## src/hw/rtl/cipt_pkg.sv

```systemverilog
// Shared types and constants for the CAN identifier period tracker.
package cipt_pkg;

  localparam int IdW          = 29;
  localparam int LenW         = 4;
  localparam int DataW        = 64;
  localparam int TickW        = 32;
  localparam int SlotW        = 7;
  localparam int CountW       = 8;
  localparam int StdIdShift   = 18;
  localparam int TableDepthDef = 128;
  localparam int QueueDepth   = 2;

  typedef struct packed {
    logic [IdW-1:0]   id;
    logic [LenW-1:0]  len;
    logic [DataW-1:0] data;
    logic [TickW-1:0] now;
  } job_t;

  typedef struct packed {
    logic [SlotW-1:0]  slot;
    logic              is_new;
    logic              table_full;
    logic [TickW-1:0]  period;
    logic [IdW-1:0]    id;
    logic [LenW-1:0]   len;
    logic [DataW-1:0]  data;
    logic [CountW-1:0] count;
  } result_t;

endpackage

```

## src/hw/rtl/cipt_front.sv

```systemverilog
// Front end: takes frames, normalizes the identifier and queues search jobs.
module cipt_front (
  input  logic                     clk,
  input  logic                     rst,
  input  logic                     in_valid,
  output logic                     in_ready,
  input  logic [cipt_pkg::IdW-1:0]   raw_id,
  input  logic                     extended_flag,
  input  logic [cipt_pkg::LenW-1:0]  length_code,
  input  logic [cipt_pkg::DataW-1:0] payload,
  input  logic [cipt_pkg::TickW-1:0] now_ticks,
  output logic                     job_valid,
  input  logic                     job_ready,
  output cipt_pkg::job_t           job
);
  import cipt_pkg::*;

  job_t       q [QueueDepth];
  logic       wr_ptr;
  logic       rd_ptr;
  logic [1:0] fill;
  job_t       in_job;
  logic       push;
  logic       pop;

  always_comb begin
    in_job.id   = extended_flag ? raw_id : (raw_id >> StdIdShift);
    in_job.len  = length_code;
    in_job.data = payload;
    in_job.now  = now_ticks;
  end

  assign in_ready  = (fill != 2'(QueueDepth));
  assign job_valid = (fill != 2'd0);
  assign job       = q[rd_ptr];
  assign push      = in_valid && in_ready;
  assign pop       = job_valid && job_ready;

  always_ff @(posedge clk) begin
    if (push) begin
      q[wr_ptr] <= in_job;
    end
  end

  always_ff @(posedge clk) begin
    if (rst) begin
      wr_ptr <= 1'b0;
      rd_ptr <= 1'b0;
      fill   <= 2'd0;
    end else begin
      if (push) begin
        wr_ptr <= ~wr_ptr;
      end
      if (pop) begin
        rd_ptr <= ~rd_ptr;
      end
      case ({push, pop})
        2'b10:   fill <= fill + 2'd1;
        2'b01:   fill <= fill - 2'd1;
        default: fill <= fill;
      endcase
    end
  end

`ifndef SYNTHESIS
  a_fill_range: assert property (@(posedge clk) disable iff (rst)
    fill <= 2'(QueueDepth))
    else $error("queue fill out of range");
`endif

endmodule

```

## config.mk

```make
export PLATFORM = sky130hd
export DESIGN_NAME = cipt_front
export DESIGN_NICKNAME = d
export VERILOG_FILES = /design/src/hw/rtl/cipt_pkg.sv /design/src/hw/rtl/cipt_front.sv
export SDC_FILE = /design/constraint.sdc
export NUM_CORES = 1
export LEC_CHECK = 0
export ABC_AREA = 0
export BUFFER_PORTS_ARGS = -buffer_cell sky130_fd_sc_hd__buf_4
export CORE_MARGIN = 2
export CORE_UTILIZATION = 56
export CTS_CLUSTER_DIAMETER = 200
export DETAILED_ROUTE_END_ITERATION = 16
export GPL_TIMING_DRIVEN = 0
export PLACE_DENSITY_LB_ADDON = 0.05
export SYNTH_ARGS = -nofsm -noshare
export SYNTH_HDL_FRONTEND = slang
export SYNTH_SLANG_ARGS = --single-unit
```

## constraint.sdc

```tcl
create_clock -name clk -period 6.65 [get_ports clk]
set_clock_uncertainty 0.2 [all_clocks]
set_input_delay 0 -clock clk [delete_from_list [all_inputs] [get_ports clk]]
set_output_delay 0 -clock clk [all_outputs]
set_load 0.005 [all_outputs]
```

==> run_results.csv <==
group,metric,value,unit
global_route,grt_pass1_vias,6430,
hold_path,whs_path_depth,2,
critical_path,required,6610,ps
pwr,swShare,0.254,
pwr,power_frac_comb,0.289,
cts,cts.sinks,263,
cts,htree_levels,1,
global_route,grt_max_degree,89,
pwr,clkPwrFrac,0.270,
layout,syn2layout_area_growth,48.1,%
timing,setup_viol,0,
pwr,seqPwrFrac,0.442,
routing,wl_met2,12100,µm
floorplan,die_area,18500,µm²
cts,cts_buffer_depth,3,
pwr,power_density,337,nW/µm²
synthesis,synth_seq_cells,263,
synthesis,netlist_area,9770,µm²
cts,cts-root-buf,"clkbuf_16",
pwr,intPower,3.64,mW
run_status,run_status,"completed",
critical_path,r2r_setup_slack,4350,ps
synthesis,synth_warnings,0,
timing,hold_slack,17.5,ps
critical_path,endpoint_kind,"flop",
layout,drive_above_1_share,0.491,
cts,clk_pin_slew,60,ps
floorplan,core_area,17200,µm²
synthesis,ys_seq_area_frac,0.803,
routing,avgRoutedWirePerCell,19.7,µm
routing,dr_total_vias,5868,
cts,cts_setup_buffers,0,
cts,post_cts_resized,0,
routing,drtPass1Iterations,4,
pwr,max-vdd-ir-drop,0.000302,V
critical_path,crit_chain,"nand2b_1 -> nand3b_1 -> inv_6 -> buf_16",
layout,n_antenna_cell,0,
timing,slew_headroom,0.693,
layout,nets,1046,
routing,routed_wl,22700,µm
hold_path,hold_path_class,"input port to flop",
global_route,antenna_found_initial,0,
pwr,power.leakage,5.50,nW
synthesis,syn-num-nets,592,
place,routabilityCongestion,0.769,
routing,dr.first_iter.drc_count,313,
layout,final_cell_mix,"buf_4 (274), edfxtp_1 (258), dlygate4sd3_1 (160)",
critical_path,cp_slowest_cell,"dfxtp_1",
routing,wl_met1,8290,µm
timing,worst_slew_pin_slew,461,ps
place,hpwl,12800,µm
routing,wl_met3,1830,µm
routing,drcViolationCount,0,
layout,fillers,851,
critical_path,worstPathArrival,2260,ps
critical_path,start_kind,"flop",
global_route,grt_first_pass_wirelength,33500,µm
critical_path,path_class,"flop to flop",
timing,setup_tns,0,ps
floorplan,start_util,0.569,
timing,hold_viol,0,
floorplan,die_h,136,µm
timing,rsz0062_at_grt,"false",
floorplan,die_x,136,µm
place,port_buffers,263,
timing,slew_viol_final,0,
run,drv_cap,0,
layout,layout_commonest_cell,"buf_4",
pwr,p_switching,1.24,mW
critical_path,critPathMaxStageDelay,430,ps
global_route,track_usage,0.241,
cts,clk_latency,510,ps
timing,period_share,0.346,
global_route,grt-ovfl-total,0,
cts,cts_buffers,26,
routing,top_layer_used,"met4",
routing,via_per_inst,5.09,
routing,antenna_left,0,
critical_path,cp_max_fo,88,
timing,fmax,434,MHz
synthesis,synthDistinctLibCells,22,
timing,fin_crit,2300,ps
floorplan,rows,48,
floorplan,ios,265,
synthesis,syn_inst,457,
synthesis,avgSynthCellArea,21.4,µm²
cts,cts_tree,"built",
critical_path,r2r_cells,4,
critical path, delay by kind of cell (launching register included):
kind          cells  cell delay, ps
simple gates      2             470
flops             1             430
buf+inv           2             810
per-stage QoR:
step	cells	util	worst slack (ps)	cell area (µm²)	power [mW]
2_1_floorplan	457	-	2320	9770	2.84
3_3_place_gp	945	0.700	838	12000	3.48
3_5_place_dp	948	0.705	4360	12100	3.49
4_1_cts	1151	0.841	4350	14500	4.88
5_1_grt	1153	0.843	4180	14500	5.08
6_report	1153	0.843	4350	14500	4.88
final cells by class:
class	count	area, µm²	area share
buffer	17	110	0.00761
clock buffer	36	709	0.0490
clock inverter	9	42.5	0.00294
inverter	1	8.76	0.000605
multi-input combinational	176	1810	0.125
sequential	263	7850	0.542
tap	225	282	0.0195
timing repair buffer	426	3660	0.253
layer usage:
layer  track usage  up-vias
met2         0.448      223
met4        0.0718        0
met1         0.268     2903
met3        0.0671       32
met5             0        -
li1              -     2710
cells in the mapped netlist:
master,instances,share of area
edfxtp_1,258,0.79
mux2_2,140,0.16
and2_1,18,0.012
buf_4,11,0.0085
dfxtp_1,5,0.010
buf_2,4,0.0020
nor2_1,3,0.0012
a21oi_1,2,0.0010
clkbuf_1,2,0.00077
xnor2_1,2,0.0018
a21bo_2,1,0.0010
and3_1,1,0.00064
ha_1,1,0.0013
inv_1,1,0.00038
nand2_1,1,0.00038
nand2b_1,1,0.00064
nand3b_1,1,0.00077
o21a_1,1,0.00077
o21ai_0,1,0.00051
or2_2,1,0.00064
or3_1,1,0.00064
xor2_1,1,0.00090
power by group through the flow:
stage	clock network, mW	registers [mW]	logic (mW)
after floorplan	0	2.19	0.647
after global placement	0	2.22	1.26
after detailed placement	0	2.18	1.31
after CTS	1.33	2.15	1.40
after global routing	1.40	2.17	1.50
final	1.32	2.16	1.41
timing repair:
action                                  in CTS  in global routing
hold endpoints to repair                   315                  4
hold buffers                               158                  2
endpoints found under the setup margin       0                  0
state kept, by name, indices dropped and copies added (netlist names), named ones only:
register  cells
rd_ptr        1
q           258
fill          2
wr_ptr        1
cell families (layout without fill, tap and decap cells):
kind of cell | Yosys count | count (layout) | share of synthesized area
AO/OA/AOI/OAI | 5 | 5 | 0.00333
buffers and inverters | 18 | 489 | 0.0117
adder cells (fa/ha/maj) | 1 | 1 | 0.00128
AND/OR/NAND/NOR | 27 | 27 | 0.0164
XOR/XNOR | 3 | 3 | 0.00269
flip-flops | 263 | 263 | 0.803
multiplexers | 140 | 140 | 0.161
final timing paths:
| kind | to | startpoint |
|---|---|---|
| worst max-delay path | q[0][38] | fill[0] |
| worst min-delay path | q[1][32] | payload[0] |
| worst max register to register | q[0][38] | fill[0] |
| worst min register to register | flop | rd_ptr |
Power figures use the tool's default switching activity.
